### src/hw/rtl/pig_pkg.sv
// ----------------------------------------------------------------------------
// pig_pkg: shared types and constants of the primitive index generator
// Request and primitive codes, result kinds, and the front-to-back command.
// ----------------------------------------------------------------------------
package pig_pkg;

  localparam logic [1:0] REQ_START   = 2'd0;
  localparam logic [1:0] REQ_VERTEX  = 2'd1;
  localparam logic [1:0] REQ_STATUS  = 2'd2;
  localparam logic [1:0] REQ_UNKNOWN = 2'd3;

  localparam logic [2:0] PRIM_QUADS     = 3'd0;
  localparam logic [2:0] PRIM_IGNORED   = 3'd1;
  localparam logic [2:0] PRIM_LIST      = 3'd2;
  localparam logic [2:0] PRIM_STRIP     = 3'd3;
  localparam logic [2:0] PRIM_FAN       = 3'd4;
  localparam logic [2:0] PRIM_LINES     = 3'd5;
  localparam logic [2:0] PRIM_LINESTRIP = 3'd6;
  localparam logic [2:0] PRIM_POINTS    = 3'd7;

  localparam logic [1:0] KIND_TRI    = 2'd0;
  localparam logic [1:0] KIND_LINE   = 2'd1;
  localparam logic [1:0] KIND_POINT  = 2'd2;
  localparam logic [1:0] KIND_STATUS = 2'd3;

  localparam logic [15:0] RESTART_MARK = 16'hFFFF;
  localparam int          MAX_SLOTS    = 6;

  // One slot of a command: an index offset or the restart marker.
  typedef struct packed {
    logic        mark;
    logic [15:0] offset;
  } slot_t;

  // Work item handed from the classifier to the emitter.
  typedef struct packed {
    logic [1:0]  kind;
    logic [2:0]  count;      // number of results, 1..6
    slot_t [5:0] slots;
    logic [15:0] base;       // running index, low 16 bits
    logic [31:0] tri_count;
    logic [31:0] line_count;
    logic [31:0] point_count;
    logic [15:0] remaining;
  } cmd_t;

endpackage

### src/hw/rtl/pig_queue.sv
// ----------------------------------------------------------------------------
// pig_queue: two-entry command queue
// Decouples the classifier from the emitter.
// ----------------------------------------------------------------------------
module pig_queue (
  input  logic          clk,
  input  logic          rst,
  input  logic          push_valid,
  output logic          push_ready,
  input  pig_pkg::cmd_t push_data,
  output logic          pop_valid,
  input  logic          pop_ready,
  output pig_pkg::cmd_t pop_data
);

  pig_pkg::cmd_t entry [2];
  logic          wr_ptr, rd_ptr;
  logic [1:0]    fill;
  logic          push, pop;

  assign push_ready = (fill != 2'd2);
  assign pop_valid  = (fill != 2'd0);
  assign pop_data   = entry[rd_ptr];
  assign push = push_valid && push_ready;
  assign pop  = pop_valid && pop_ready;

  always_ff @(posedge clk) begin
    if (rst) begin
      wr_ptr <= 1'b0;
      rd_ptr <= 1'b0;
      fill   <= '0;
    end else begin
      if (push) wr_ptr <= !wr_ptr;
      if (pop)  rd_ptr <= !rd_ptr;
      fill <= fill + {1'b0, push} - {1'b0, pop};
    end
  end

  always_ff @(posedge clk) begin
    if (push) entry[wr_ptr] <= push_data;
  end

  a_fill: assert property (@(posedge clk) disable iff (rst) fill <= 2'd2)
    else $error("queue overfilled");

endmodule

### config.mk
export PLATFORM = sky130hd
export DESIGN_NAME = pig_queue
export DESIGN_NICKNAME = d
export VERILOG_FILES = /design/src/hw/rtl/pig_pkg.sv /design/src/hw/rtl/pig_queue.sv
export SDC_FILE = /design/constraint.sdc
export NUM_CORES = 1
export LEC_CHECK = 0
export BUFFER_PORTS_ARGS = -buffer_cell sky130_fd_sc_hd__buf_2
export CAP_MARGIN = 20
export CORE_AREA = 2 2 260 160
export DETAILED_ROUTE_END_ITERATION = 12
export DIE_AREA = 0 0 262 162
export PLACE_DENSITY_LB_ADDON = 0.25
export RECOVER_POWER = 50
export SYNTH_ARGS = -nofsm -noshare
export SYNTH_HDL_FRONTEND = slang
export SYNTH_SLANG_ARGS = --single-unit
### constraint.sdc
create_clock -name clk -period 11.82 [get_ports clk]
set_input_delay 1.182 -clock clk [delete_from_list [all_inputs] [get_ports clk]]
set_output_delay 1.182 -clock clk [all_outputs]
set_load 0.03 [all_outputs]
==> impl_results.md <==
- CP Capture Point: entry[0][170]
- Synth cell types: 24
- # clock sinks: 475
- Synth area leader: edfxtp_1
- Chip Height: 162 microns
- Post-synthesis average cell area: 23.45 sq um
- Reg2reg end: entry[0][170]
- Pint: 3374 uW
- Pre-CTS setup slack: 7.809 ns
- Vias per cell: 4.788
- Cells along the critical path: clkbuf_1, nand3b_1, clkinvlp_2, buf_4
- Die footprint: 0.04244 sq mm
- Arrival time at the worst endpoint: 6.67 ns
- Final worst setup slack: 5.276 ns
- Initial antenna violation count: 5
- Clock latency on the worst-skew pair: 0.54 ns
- Cts repair resizes: 0
- CP max FO: 99
- Worst Setup Start Kind: input pin
- Top cell type's share of synthesized area: 79.20%
- Synthesized area: 0.01782 sq mm
- Count leader, synth: edfxtp_1
- Synth top area cells: edfxtp_1 79%, mux2_4 13%, mux2_2 5.4%
- I/O pin cnt: 476
- Compound-Gate Fraction of Synth Area: 0.2457%
- Simple-gate portion of the synthesized area: 0.4844%
- Die Wd: 262 microns
- Synth Warn #: 0
- TNS Setup: 0 ns
- Synth Net Count: 1000
- First DRT Iteration DRCs: 763
- Worst setup path category: input pin to register
- P_sw: 1428 uW
- Seq pwr share: 44.2%
- Post-synthesis adder-cell area fraction: 0.07021%
- Slew @ Worst Pin: 4.528 ns
- GR Util All Layers: 16.21%
- Worst reg-to-reg setup slack: 5.51 ns
- Reg-to-reg startpoint: fill[0]
- Count of final setup violators: 0
- First-pass GRT wire length: 51740 microns
- Total power per unit cell area: 217.9 mW/mm^2
- Post-Synth XOR/XNOR Area: 0.04915%
- Share of post-route cells with drive strength above 1: 51.81%
- TritonCTS clock tree: yes
- Sequential fraction of the synthesis area: 79.76%
- DRT Pass-1 Iters: 4
- Final Hold Vio Count: 0
- FFs w/ async S/R, synth: 0%
- # rows: 57
- Max incr delay on CP: 3.35 ns
- Failing checks: capacitance limit, slew limit
- Worst slew margin: -203.5%
- Routed vias: 8782
- Port bufs: 475
- Vias in the first global route: 8753
- Post-synth EDFFs: 470
- Post-route ant nets: 0
- Largest family of logic cells by synthesized area: multiplexers
- Post-synthesis cell count: 760
- Clock Path Buffers: 3
- GP Congestion: 0.7870
- Area of the core: 0.03994 sq mm
- Mux contribution to synthesized area: 18.01%
- #FFs+latches synth: 475
- Clock share of power: 30.2%
- # Post-CTS Setup Buffers: 0
- Commonest cells in the netlist: 470 x edfxtp_1, 150 x mux2_4, 85 x mux2_2
- CTS Buf Count: 45
- Ys flop type: edfxtp_1
- Gate power share: 25.6%
- Leak: 0.008194 uW
- Root Driver: clkbuf_16
- Area Overhead vs Synth: 23.70%
- Final Cycle Share: 55.36%
- Setup Skew: 0.01460 ns
- WL per Instance: 19.84 microns
- Worst setup path start: push_valid
- Largest net degree at the start of global routing: 125
- GRT overflow: 0
- RSZ-0062 raised after global routing: false
- Fmax: 152.8 MHz
- Max cap viols: 2
- Final HPWL from detailed placement: 24160 microns
- Routed Wire Length: 36390 microns
- Crit-path slowest cell: clkinvlp_2
- H-Tree Depth: 2
- Initial core utilization: 44.62%
- Reg clk slew, reported paths: 0.06 ns
- Sw frac: 29.74%
- Net count, final: 1503
- R2r worst-path depth: 4
- Outcome: complete, but fails checks
- DRC viols: 0
- Final Max Slew Viols: 145
- Critical Path Sink Type: register
- Cts hold-fix bufs: 0
- Hold WC Path Type: register to register
- Fillers: 3223
- WP data required: 11.94 ns
- Max VDD drop: 155.4 uV
- Minimum clock period after layout: 6.544 ns
[how the worst min path moves through the flow]
stage	startpoint	endpoint	slack, ns	depth (start not counted)
after global routing	rd_ptr	register	0.55	2
after global placement	rd_ptr	register	0.49	2
after floorplan	rd_ptr	register	0.47	2
final	rd_ptr	register	0.51	2
after detailed placement	rd_ptr	register	0.49	2
after CTS	rd_ptr	rd_ptr	0.52	2
[through the flow]
step | cells | power, uW | utilization (%) | instance area (sq um) | hold WS (ns)
finish | 1834 | 4803 | 55.19 | 22040 | 0.5118
global route | 1831 | 4994 | 55.18 | 22040 | 0.5464
CTS | 1828 | 4860 | 55.55 | 22180 | 0.5157
detailed placement | 1747 | 3400 | 51.83 | 20700 | 0.4926
global placement | 1747 | 3391 | 51.83 | 20700 | 0.4862
floorplan | 760 | 3112 | - | 17820 | 0.4725
[layer usage]
layer / share of wire [%] / global-route usage, %
met5: 0 / 0
met3: 7.5 / 4.744
met2: 49 / 26.80
met4: 1.9 / 4.263
met1: 41 / 21.05
[worst max-delay path: cells and delay by family]
family,cells,cell delay [ns]
buffers and inverters,3,5.17
AND/OR/NAND/NOR,1,0.17
[placed cells by master, fill, tap and decap left out, types with 2 or more instances in the layout]
cell type | synthesis | layout
edfxtp_1 | 470 | 470
buf_2 | 8 | 360
mux2_4 | 150 | 150
clkbuf_1 | 0 | 122
mux2_2 | 85 | 85
clkbuf_16 | 0 | 45
clkinv_1 | 0 | 9
diode_2 | 0 | 6
bufinv_16 | 0 | 6
clkinv_2 | 0 | 6
buf_4 | 0 | 6
nor2_1 | 4 | 4
dfxtp_1 | 5 | 4
inv_6 | 0 | 3
clkbuf_8 | 0 | 3
nor2b_1 | 2 | 2
o21ai_0 | 2 | 2
and3_1 | 2 | 2
[registers in the layout, indices dropped and copies added, names as in the netlist, named ones only]
| register | flops |
|---|---|
| entry | 470 |
| fill | 2 |
| rd_ptr | 1 |
| wr_ptr | 1 |
[area by class of cell]
type | count | area (sq um) | area share [%]
antenna | 6 | 15.01 | 0.06811
clock buffer | 55 | 1194 | 5.415
timing repair buffer | 482 | 2298 | 10.43
clock inverter | 26 | 289.0 | 1.311
inverter | 1 | 5.005 | 0.02270
multi-input combinational | 258 | 3361 | 15.25
sequential | 475 | 14220 | 64.50
tap | 531 | 664.4 | 3.014
[cells by family after synthesis]
family,count (synthesis)
AO/OA/AOI/OAI,6
XOR/XNOR,1
adder cells (fa/ha/maj),1
buffers and inverters,27
flip-flops,475
multiplexers,235
AND/OR/NAND/NOR,15
[power groups by stage]
stage / Clock, uW / Sequential (uW) / Combinational (uW)
5_1_grt: 1560 / 2140 / 1290
4_1_cts: 1490 / 2110 / 1250
3_5_place_dp: 0 / 2150 / 1250
6_report: 1450 / 2120 / 1230
3_3_place_gp: 0 / 2140 / 1250
2_1_floorplan: 0 / 2150 / 964
(Power assumes the default switching activity.)
