$ cat src/hw/rtl/pig_pkg.sv
// ----------------------------------------------------------------------------
// pig_pkg: shared types and constants of the primitive index generator
// Request and primitive codes, result kinds, and the front-to-back command.
// ----------------------------------------------------------------------------
package pig_pkg;

  localparam logic [1:0] REQ_START   = 2'd0;
  localparam logic [1:0] REQ_VERTEX  = 2'd1;
  localparam logic [1:0] REQ_STATUS  = 2'd2;
  localparam logic [1:0] REQ_UNKNOWN = 2'd3;

  localparam logic [2:0] PRIM_QUADS     = 3'd0;
  localparam logic [2:0] PRIM_IGNORED   = 3'd1;
  localparam logic [2:0] PRIM_LIST      = 3'd2;
  localparam logic [2:0] PRIM_STRIP     = 3'd3;
  localparam logic [2:0] PRIM_FAN       = 3'd4;
  localparam logic [2:0] PRIM_LINES     = 3'd5;
  localparam logic [2:0] PRIM_LINESTRIP = 3'd6;
  localparam logic [2:0] PRIM_POINTS    = 3'd7;

  localparam logic [1:0] KIND_TRI    = 2'd0;
  localparam logic [1:0] KIND_LINE   = 2'd1;
  localparam logic [1:0] KIND_POINT  = 2'd2;
  localparam logic [1:0] KIND_STATUS = 2'd3;

  localparam logic [15:0] RESTART_MARK = 16'hFFFF;
  localparam int          MAX_SLOTS    = 6;

  // One slot of a command: an index offset or the restart marker.
  typedef struct packed {
    logic        mark;
    logic [15:0] offset;
  } slot_t;

  // Work item handed from the classifier to the emitter.
  typedef struct packed {
    logic [1:0]  kind;
    logic [2:0]  count;      // number of results, 1..6
    slot_t [5:0] slots;
    logic [15:0] base;       // running index, low 16 bits
    logic [31:0] tri_count;
    logic [31:0] line_count;
    logic [31:0] point_count;
    logic [15:0] remaining;
  } cmd_t;

endpackage

$ cat src/hw/rtl/pig_if.sv


interface pig_out_if;
  logic        valid;
  logic        ready;
  logic [1:0]  kind;
  logic [15:0] index_value;
  logic        last;
  logic [31:0] tri_count;
  logic [31:0] line_count;
  logic [31:0] point_count;
  logic [15:0] remaining;
  modport source (output valid, kind, index_value, last, tri_count, line_count,
                  point_count, remaining, input ready);
  modport sink (input valid, kind, index_value, last, tri_count, line_count,
                point_count, remaining, output ready);
endinterface


$ cat src/hw/rtl/pig_back.sv
// ----------------------------------------------------------------------------
// pig_back: result emitter
// Walks the slots of one command, one result per cycle unless the output stalls, into an output register.
// ----------------------------------------------------------------------------
module pig_back (
  input  logic          clk,
  input  logic          rst,
  input  logic          cmd_valid,
  output logic          cmd_ready,
  input  pig_pkg::cmd_t cmd,
  pig_out_if.source     res
);

  logic [2:0]     slot;
  logic           take;
  logic           last_slot;
  pig_pkg::slot_t cur;

  assign take      = !res.valid || res.ready;
  assign last_slot = (slot == cmd.count - 3'd1);
  assign cmd_ready = take && last_slot;
  assign cur       = cmd.slots[slot];

  always_ff @(posedge clk) begin
    if (rst) begin
      slot      <= '0;
      res.valid <= 1'b0;
    end else if (take) begin
      res.valid <= cmd_valid;
      if (cmd_valid) slot <= last_slot ? 3'd0 : slot + 3'd1;
    end
  end

  always_ff @(posedge clk) begin
    if (take && cmd_valid) begin
      res.kind        <= cmd.kind;
      res.last        <= last_slot;
      res.index_value <= (cmd.kind == pig_pkg::KIND_STATUS) ? 16'd0 :
                         cur.mark ? pig_pkg::RESTART_MARK : cmd.base + cur.offset;
      res.tri_count   <= cmd.tri_count;
      res.line_count  <= cmd.line_count;
      res.point_count <= cmd.point_count;
      res.remaining   <= cmd.remaining;
    end
  end

  a_slot: assert property (@(posedge clk) disable iff (rst)
    cmd_valid |-> slot < cmd.count)
    else $error("slot beyond command");
  a_out: assert property (@(posedge clk) disable iff (rst)
    res.valid && !res.ready |=> res.valid && $stable(res.index_value))
    else $error("result changed while stalled");

endmodule
$ cat src/flat_wrapper.sv
// flat-port wrapper written by rule: the top's interface ports become plain ports
module pig_back_flat 
  (clk, rst, cmd_valid, cmd_ready, cmd, res_valid, res_kind, res_index_value, res_last, res_tri_count, res_line_count, res_point_count, res_remaining, res_ready);
  pig_out_if res_i ();
  input  logic clk;
  input  logic rst;
  input  logic cmd_valid;
  output logic cmd_ready;
  input  pig_pkg::cmd_t cmd;
  output wire logic [$bits(res_i.valid)-1:0] res_valid;
  output wire logic [$bits(res_i.kind)-1:0] res_kind;
  output wire logic [$bits(res_i.index_value)-1:0] res_index_value;
  output wire logic [$bits(res_i.last)-1:0] res_last;
  output wire logic [$bits(res_i.tri_count)-1:0] res_tri_count;
  output wire logic [$bits(res_i.line_count)-1:0] res_line_count;
  output wire logic [$bits(res_i.point_count)-1:0] res_point_count;
  output wire logic [$bits(res_i.remaining)-1:0] res_remaining;
  input wire logic [$bits(res_i.ready)-1:0] res_ready;
  assign res_valid = res_i.valid;
  assign res_kind = res_i.kind;
  assign res_index_value = res_i.index_value;
  assign res_last = res_i.last;
  assign res_tri_count = res_i.tri_count;
  assign res_line_count = res_i.line_count;
  assign res_point_count = res_i.point_count;
  assign res_remaining = res_i.remaining;
  assign res_i.ready = res_ready;
  pig_back u_core (.clk(clk), .rst(rst), .cmd_valid(cmd_valid), .cmd_ready(cmd_ready), .cmd(cmd), .res(res_i));
endmodule
$ cat config.mk
export PLATFORM = sky130hd
export DESIGN_NAME = pig_back_flat
export DESIGN_NICKNAME = d
export VERILOG_FILES = /design/src/hw/rtl/pig_pkg.sv /design/src/hw/rtl/pig_if.sv /design/src/hw/rtl/pig_back.sv /design/src/flat_wrapper.sv
export SDC_FILE = /design/constraint.sdc
export NUM_CORES = 1
export LEC_CHECK = 0
export BUFFER_PORTS_ARGS = -buffer_cell sky130_fd_sc_hd__buf_2
export CAP_MARGIN = 25
export CORE_MARGIN = 5
export CORE_UTILIZATION = 24
export CTS_BUF_LIST = sky130_fd_sc_hd__clkbuf_2 sky130_fd_sc_hd__clkbuf_4 sky130_fd_sc_hd__clkbuf_8
export DETAILED_ROUTE_END_ITERATION = 8
export PLACE_DENSITY = 0.5
export SLEW_MARGIN = 10
export SYNTH_ARGS = -nofsm -noshare
export SYNTH_HDL_FRONTEND = slang
export SYNTH_SLANG_ARGS = --single-unit
export TNS_END_PERCENT = 1
$ cat constraint.sdc
create_clock -name clk -period 3.85 [get_ports clk]
set_input_delay 0.5775 -clock clk [delete_from_list [all_inputs] [get_ports clk]]
set_output_delay 0.5775 -clock clk [all_outputs]
set_load 0.1 [all_outputs]
==> metrics, run 1 <==
initial drt markers=209; DRT Wirelength=19600 um; Final HPWL DP=16400 um; Reg clk slew, reported paths=100 ps; endpoints failing hold=0; Commonest cells post-synth=131 x edfxtp_1, 32 x a21oi_1, 22 x nand2_1; max-slew violation count=0; deepest clock path buffer count=2; post-route minimum period=3330 ps; CP arrival=3470 ps; register bit count reported by yosys=135; worst hold margin=314 ps; DIE WIDTH=164 um; largest net degree at the start of global routing=77; layout cells sized above 1=57.9%; Primary FF master, synth=edfxtp_1; synth unique cells=40; mean post-synth cell area=16.4 um^2; Setup TNS=0 ps; VDD IR max=0.249 mV; Avg WL per Cell=18.5 um; Die ar.=27000 um^2; yosys warns=0; CTS tree=yes; hold-fix buffer count after cts=0; cell with the most instances after synthesis=edfxtp_1; Least-Margin Pin Slew=792 ps; initial core utilization=24.3%; Max Clk Rate=300 MHz; max cap viols=0; diode count=0; postcts setup bufs=0; Crit Path Class=reg -> reg; final setup vio count=0; vias in the first global route=4483; CP max FO=23; Post-synth EDFFs=131; crit path buf inv count=1; drt pass-1 iters=4; CP required=3980 ps; HP Class=in -> reg; post-synthesis sequential area ratio=70.2%; htree depth=4; GPL Wtd Cong=0.758; Setup Skew=22.5 ps; Synthesized Nets=605; Critical Path End Type=flop; outcome=finished, final reports clean; CP cell instances=buf_12 > mux4_2 > nand2_1 > o21ai_0 > ha_1 > o211ai_1 > a21oi_1 > o221ai_1 > o211ai_1 > xnor2_1 > a21oi_1; RSZ-0062 raised after global routing=no; Clock Latency Late Sink=430 ps; P per Cell Area=525 nW/um^2; top cell family by delay on the critical path=compound AO/OA/AOI/OAI gates; PortBufs=371; GR Overflow Total=0; All-Layer GR Usage=13.6%; Post-CTS Resized=0; via count=4441; area leader, netlist=edfxtp_1; fillers=2360; Via density=4.17; ys async rst share=0%; initial antenna violation count=5; Synth area leaders=edfxtp_1 69%, mux4_2 6.7%, ha_1 3.7%; Mapped Cells=348; Core ar.=23500 um^2; TritonCTS Buffers=17; FP Rows=56; post-synth top area share=68.8%; Worst path max stage delay=550 ps; fin crit share=86.6%; Post-DRT Antenna Nets=0; critical path's slowest cell=dfxtp_2; first-pass GRT wire length=27100 um; Pleak=3.65 nW; Worst Setup Start Kind=flop; Syn-to-layout area delta=47.6%; CTS sink cnt=135; fin nets=990; root buffer cell=clkbuf_8; mapped cell area=5710 um^2; I/O Pins=372; Slew HR=47.2%; drt drc=0; die height=164 um
## logic make-up after synthesis
| logic type | after synthesis | synth area share [%] |
|---|---|---|
| flip-flops | 135 | 70.2 |
| AO/OA/AOI/OAI | 77 | 8.04 |
| AND/OR/NAND/NOR | 45 | 3.57 |
| multiplexers | 34 | 9.68 |
| buffers and inverters | 21 | 1.64 |
| XOR/XNOR | 18 | 2.76 |
| adder cells (fa/ha/maj) | 18 | 4.07 |
## flip-flops by register name (all words and copies together), names as in the netlist
register / flops
u_core.res.tri_count: 32
u_core.res.valid: 1
u_core.res.last: 1
u_core.res.remaining: 16
u_core.res.index_value: 16
u_core.slot: 3
u_core.res.point_count: 32
u_core.res.line_count: 32
u_core.res.kind: 2
## stage by stage
step | std cells | power [mW] | setup slack [ps] | instance area, um^2 | util (%)
3_5_place_dp | 1033 | 3.16 | 485 | 7990 | 34.1
2_1_floorplan | 348 | 2.84 | 149 | 5720 | -
3_3_place_gp | 1033 | 3.16 | 507 | 7990 | 34.1
4_1_cts | 1064 | 4.52 | 479 | 8430 | 35.9
6_report | 1064 | 4.43 | 517 | 8430 | 35.9
5_1_grt | 1064 | 4.64 | 206 | 8430 | 35.9
## report_power, final
| part | internal (mW) | total, mW | switching, mW |
|---|---|---|---|
| Clock | 0.722 | 1.32 | 0.598 |
| Sequential | 1.74 | 1.77 | 0.0304 |
| Combinational | 0.333 | 1.34 | 1.01 |
## final cells by class
type                       count  area [um^2]  share of cell area [%]
sequential                   135         4020                    47.6
multi-input combinational    192         1610                    19.0
tap                          319          399                    4.73
clock inverter                14          208                    2.46
timing repair buffer         378         1930                    22.9
clock buffer                  17          234                    2.77
inverter                       9         37.5                   0.445
## placed cells by master, fill, tap and decap left out, types with 11 or more instances in the layout
cell and instances:
a21oi_1 32, buf_2 371, clkbuf_8 17, edfxtp_1 131, ha_1 17, mux2i_1 17
mux4_2 17, nand2_1 22, o21ai_0 19, xnor2_1 11
## routing by layer
metal	up-vias	wire length (um)	track usage, %
met4	10	204	3.39
met2	238	10200	24.7
met3	19	2230	5.80
li1	2137	-	-
met5	-	56	0
met1	2037	6920	14.6
## path summary, 6_finish.rpt
path	start	to	slack [ps]	cells after the start
setup reg to reg	u_core.slot[0]	u_core.res.index_value[12]	520	11
hold reg to reg	u_core.slot[2]	u_core.slot[2]	510	2
setup / recovery	u_core.slot[0]	u_core.res.index_value[12]	520	11
hold / removal	cmd[26]	u_core.res.point_count[10]	310	1
Power figures use the tool's default switching activity.
==> run 2, diff against run 1 <==
- CELL_PAD_IN_SITES_DETAIL_PLACEMENT: unset -> 1
- CELL_PAD_IN_SITES_GLOBAL_PLACEMENT: unset -> 2
- CORE_MARGIN: 5 -> unset
- PLACE_DENSITY: 0.5 -> 0.76
==> run 2 against run 1 <==
  * Clock-buffer cell count unchanged
  * Sequential power about the same
  * Register-to-register slack got worse by 20 ps
  * Sequential cell count unchanged
  * Combinational power about the same
  * Non-clock buffer count increased by 1
  * Design area decreased by 0.62%
  * Core utilization decreased by 0.12 points
==> metrics, run 2 (same netlist as run 1, synthesis figures left out) <==
cell area after layout=8380 um^2 (-0.62%); Setup Skew=15.7 ps (-6.78 ps); outcome=finished, final reports clean; postcts setup bufs=0 (unchanged); Post-DRT Antenna Nets=0 (unchanged); fin nets=991 (+0.10%); first-pass GRT wire length=28900 um (+7.0%); TritonCTS Buffers=17 (unchanged); Via density=4.29 (+2.7%); Die ar.=24400 um^2 (-9.5%); DRT Wirelength=20800 um (+5.9%); post-layout util=35.8% (-0.12 points); Critical Path End Type=flop; Worst R2R End=u_core.res.index_value[13]; VDD IR max=0.231 mV (-7.2%); P per Cell Area=512 nW/um^2 (-2.6%); max cap viols=0 (unchanged); worst setup margin=498 ps (-18.3 ps); R2R depth=11 (unchanged); hold-fix buffer count after cts=0 (unchanged); initial drt markers=249 (+19%); Worst R2R Setup Slack=500 ps (-20 ps); Slew HR=44.8% (-2.4 points); vias in the first global route=4800 (+7.1%); initial core utilization=24.4% (+0.073 points); Core ar.=23400 um^2 (-0.30%); top cell family by delay on the critical path=compound AO/OA/AOI/OAI gates; pre-CTS setup slack=446 ps (-38.8 ps); crit path buf inv count=1 (unchanged); DP Area=7990 um^2 (about the same); final setup vio count=0 (unchanged); Crit Path Class=reg -> reg; htree depth=4 (unchanged); layout cells sized above 1=58.0% (+0.11 points); root buffer cell=clkbuf_8; Setup TNS=0 ps (unchanged); Max Clk Rate=298 MHz (-0.55%); deepest clock path buffer count=2 (unchanged); Worst Setup Start Kind=flop; GPL Wtd Cong=0.821 (+8.4%); Top Registers=u_core.res.line_count: 32 flops, u_core.res.point_count: 32 flops, u_core.res.tri_count: 32 flops; placed insts=1034 (+0.097%); DIE WIDTH=156 um (-4.9%); fillers=2648 (+12%); FP Rows=56 (unchanged); CTS sink cnt=135 (unchanged); Final HPWL DP=16900 um (+3.3%); initial antenna violation count=5 (unchanged); I/O Pins=372 (unchanged); most frequent cells in the layout=371 x buf_2, 131 x edfxtp_1, 32 x a21oi_1; most common cell after layout, fill and taps aside=buf_2; drt drc=0 (unchanged); max-slew violation count=0 (unchanged); Reg clk slew, reported paths=90 ps (about the same); All-Layer GR Usage=16.7% (+3.0 points); Design Power=4.29 mW (-3.2%); CP arrival=3530 ps (+60 ps); CP cell instances=buf_4 > mux4_2 > nand2_1 > o21ai_0 > ha_1 > or3_1 > a21oi_2 > nor2_1 > o21a_1 > a311oi_1 > o22ai_1; largest net degree at the start of global routing=133 (+73%); Critical Path Sink=u_core.res.index_value[13]; critical path's slowest cell=dfxtp_1; Avg WL per Cell=19.5 um (+5.5%); CP required=4030 ps (+50 ps); post-route minimum period=3350 ps (+18.3 ps); Worst Setup SP=u_core.slot[1]; RSZ-0062 raised after global routing=no; multi-input logic area=1610 um^2 (unchanged); Syn-to-layout area delta=46.7%; CP max FO=12 (-48%); drt pass-1 iters=4 (unchanged); Critical R2R Launch=u_core.slot[1]; WP depth=11 (unchanged); PortBufs=371 (unchanged); GR Overflow Total=0 (unchanged); CTS tree=yes; Post-CTS Resized=0 (unchanged); HP Class=in -> reg; via count=4580 (+3.1%); Worst path max stage delay=640 ps (+90 ps); endpoints failing hold=0 (unchanged); Least-Margin Pin Slew=828 ps (+36.4 ps); Pleak=3.62 nW (-0.79%); worst hold margin=297 ps (-16.7 ps); fin crit share=87.1% (+0.47 points); die height=156 um (-4.9%); Clock Latency Late Sink=450 ps (+20 ps); Register Area=4020 um^2 (unchanged); Non-Filler Instances=1068 (+0.38%)
[run 2: layer usage]
| metal | up-vias | track usage [%] | routed length (um) |
|---|---|---|---|
| met1 | 2155 | 15.7 | 6950 |
| met2 | 241 | 31.6 | 11200 |
| met3 | 32 | 6.62 | 2090 |
| met4 | 6 | 7.10 | 555 |
| li1 | 2146 | - | - |
| met5 | - | 0 | 47 |
[run 2: where the power goes]
part	leakage, nW	switching, mW	internal [mW]
logic	2.14	1.03	0.331
registers	1.30	0.0274	1.74
clock network	0.187	0.630	0.536
total	3.62	1.68	2.60
[run 2: worst min path at each step]
stage                              start                  endpoint  depth (start not counted)
final                            cmd[85]   u_core.res.tri_count[5]                          1
after global routing             cmd[85]   u_core.res.tri_count[5]                          1
after CTS                       cmd[109]  u_core.res.tri_count[29]                          1
after detailed placement  u_core.slot[2]            u_core.slot[2]                          2
after global placement    u_core.slot[2]            u_core.slot[2]                          2
after floorplan           u_core.slot[2]            u_core.slot[2]                          2
[run 2: final cells by class]
cell class | instances | area share, %
Tap cell | 319 | 4.76
Clock inverter | 15 | 1.85
Inverter | 9 | 0.448
Sequential cell | 135 | 47.9
Antenna cell | 2 | 0.0597
Clock buffer | 17 | 2.79
Multi-Input combinational cell | 192 | 19.2
Timing Repair Buffer | 379 | 23.0
==> run 3, diff against run 2 <==
- ABC_AREA: unset -> 0
- CORE_MARGIN: unset -> 2
- PLACE_DENSITY: 0.76 -> 0.73
- clock period: 3.85 -> 3.2 ns (I/O delays scaled with it)
==> run 3 against run 2 <==
  * Register-to-register slack got worse by 350 ps
  * Design area grew 3.5%
  * Clock-buffer cell count unchanged
  * Sequential power grew 20%
  * Wire length is 5.7% higher
  * Clock power increased by 15%
  * Clock skew shrank 6.0 ps
  * Total power is 21% higher
  * Hold slack got worse by 93 ps
  * Setup slack got worse by 350 ps
  * Largest cell class unchanged
  * Largest power group unchanged
==> metrics, run 3 (same netlist as run 1, synthesis figures left out) <==
outcome=finished, final reports clean; vias in the first global route=4901 (+2.1%); post-route minimum period=3050 ps (-305 ps); CP required=3380 ps (-650 ps); Worst Setup SP=u_core.slot[0]; CP arrival=3230 ps (-300 ps); FP Rows=56 (unchanged); Slew HR=49.5% (+4.7 points); Top Registers=u_core.res.line_count: 32 flops, u_core.res.point_count: 32 flops, u_core.res.tri_count: 32 flops; All-Layer GR Usage=16.8% (+0.13 points); GPL Wtd Cong=0.798 (-2.8%); Int Pwr=3.13 mW (+20%); Via density=4.28 (-0.27%); CP max FO=11 (-1); P per Cell Area=599 nW/um^2 (+17%); Crit Path Class=reg -> reg; sw frac=39.7% (+0.44 points); drt drc=0 (unchanged); Clock Latency Late Sink=440 ps (about the same); fin nets=1021 (+3.0%); Final HPWL DP=18000 um (+6.7%); Pleak=3.79 nW (+4.6%); via count=4700 (+2.6%); PortBufs=371 (unchanged); Clock Power Share=25.8% (-1.4 points); Non-Filler Instances=1099 (+2.9%); largest net degree at the start of global routing=52 (-61%); endpoints failing hold=0 (unchanged); Critical Path End Type=flop; Syn-to-layout area delta=51.8%; hold-fix buffer count after cts=0 (unchanged); sequential share of power=40.8% (-0.3 points); initial antenna violation count=3 (-2); hold wc startpoint=cmd[9]; Post-DRT Antenna Nets=0 (unchanged); DP Area=8210 um^2 (+2.8%); Reg clk slew, reported paths=90 ps (about the same); TritonCTS Buffers=17 (unchanged); final setup vio count=0 (unchanged); most common cell after layout, fill and taps aside=buf_2; layout cells sized above 1=60.5% (+2.5 points); first-pass GRT wire length=30300 um (+4.8%); cell area after layout=8670 um^2 (+3.5%); DIE WIDTH=158 um (+1.3%); CTS sink cnt=135 (unchanged); HP Class=in -> reg; Worst Setup Start Kind=flop; post-layout util=37.1% (+1.2 points); Setup Skew=9.74 ps (-5.97 ps); Least-Margin Pin Slew=756 ps (-72.6 ps); fin crit share=95.2% (+8.2 points); pre-CTS setup slack=-26.3 ps (-473 ps); DRT Wirelength=22000 um (+5.7%); GR Overflow Total=0 (unchanged); I/O Pins=372 (unchanged); Die ar.=25100 um^2 (+2.6%); initial core utilization=24.4% (unchanged); deepest clock path buffer count=2 (unchanged); Gate power share=33.4% (+1.7 points); max-slew violation count=0 (unchanged); worst setup margin=153 ps (-345 ps); root buffer cell=clkbuf_8; Core ar.=23400 um^2 (unchanged); Design Power=5.20 mW (+21%); worst hold margin=204 ps (-93.2 ps); initial drt markers=229 (-8.0%); htree depth=4 (unchanged); Sw Pwr=2.06 mW (+22%); Critical R2R Launch=u_core.slot[0]; Max Clk Rate=328 MHz (+10%); Setup TNS=0 ps (unchanged); CTS tree=yes; die height=158 um (+1.3%); placed insts=1058 (+2.3%); Avg WL per Cell=20.0 um (+2.8%); most frequent cells in the layout=371 x buf_2, 131 x edfxtp_1, 33 x buf_4; RSZ-0062 raised after global routing=yes; max cap viols=0 (unchanged); VDD IR max=0.230 mV (-0.58%); drt pass-1 iters=4 (unchanged)
run 3: cell count changes in the layout (fill, tap and decap cells not counted), moves of 2 or more:
cell / previous run / this run
a21oi_1: 32 / 30
a21oi_2: 2 / 4
buf_12: 1 / 4
buf_4: 7 / 33
dfxtp_1: 3 / 1
dfxtp_4: 0 / 2
run 3: path summary, 6_finish.rpt:
check	end	slack (ps)	cells past startpoint
worst min register to register	u_core.slot[2]	510	2
worst min-delay path	u_core.res.remaining[9]	200	1
worst max-delay path	u_core.res.index_value[13]	150	11
worst max register to register	u_core.res.index_value[13]	150	11
run 3: power by group through the flow:
stage / Combinational [mW] / Sequential [mW] / Clock, mW
floorplan: 0.422 / 2.99 / 0
global placement: 1.71 / 2.16 / 0
detailed placement: 1.72 / 2.16 / 0
CTS: 1.73 / 2.12 / 1.39
global route: 1.83 / 2.14 / 1.45
finish: 1.73 / 2.12 / 1.34
run 3: critical path: stages, from the launching register on:
cell and delay [ps]:
dfxtp_4 430, buf_12 160, mux4_2 490, nand2_1 70, o21ai_0 80, ha_1 320
or3_1 370, a21oi_2 160, nor2_1 80, o21a_1 220, a311oi_1 280, o22ai_1 120
run 3: layout make-up:
cell class              instances  area, um^2
fillers                      2679       14700
repair buffers                409        2210
clock inverters                15         133
multi-input cells             192        1630
inverters                       9        37.5
flip-flops and latches        135        4020
clock buffers                  17         234
well taps                     319         399
diodes                          3        7.51
run 3: routing by layer:
layer / share of wire (%) / global-route usage [%] / up-vias
met2: 53 / 31.4 / 228
met4: 1.6 / 5.62 / 2
met3: 9.1 / 5.33 / 18
li1: - / - / 2203
met5: 0.059 / 0 / -
met1: 36 / 17.7 / 2249
run 3: what timing repair did:
item / CTS / global route
setup endpoints to repair: 1 / 5
resized for setup: 1 / 7
pin swaps: 0 / 4
gates cloned: 0 / 1
buffers inserted: 0 / 5
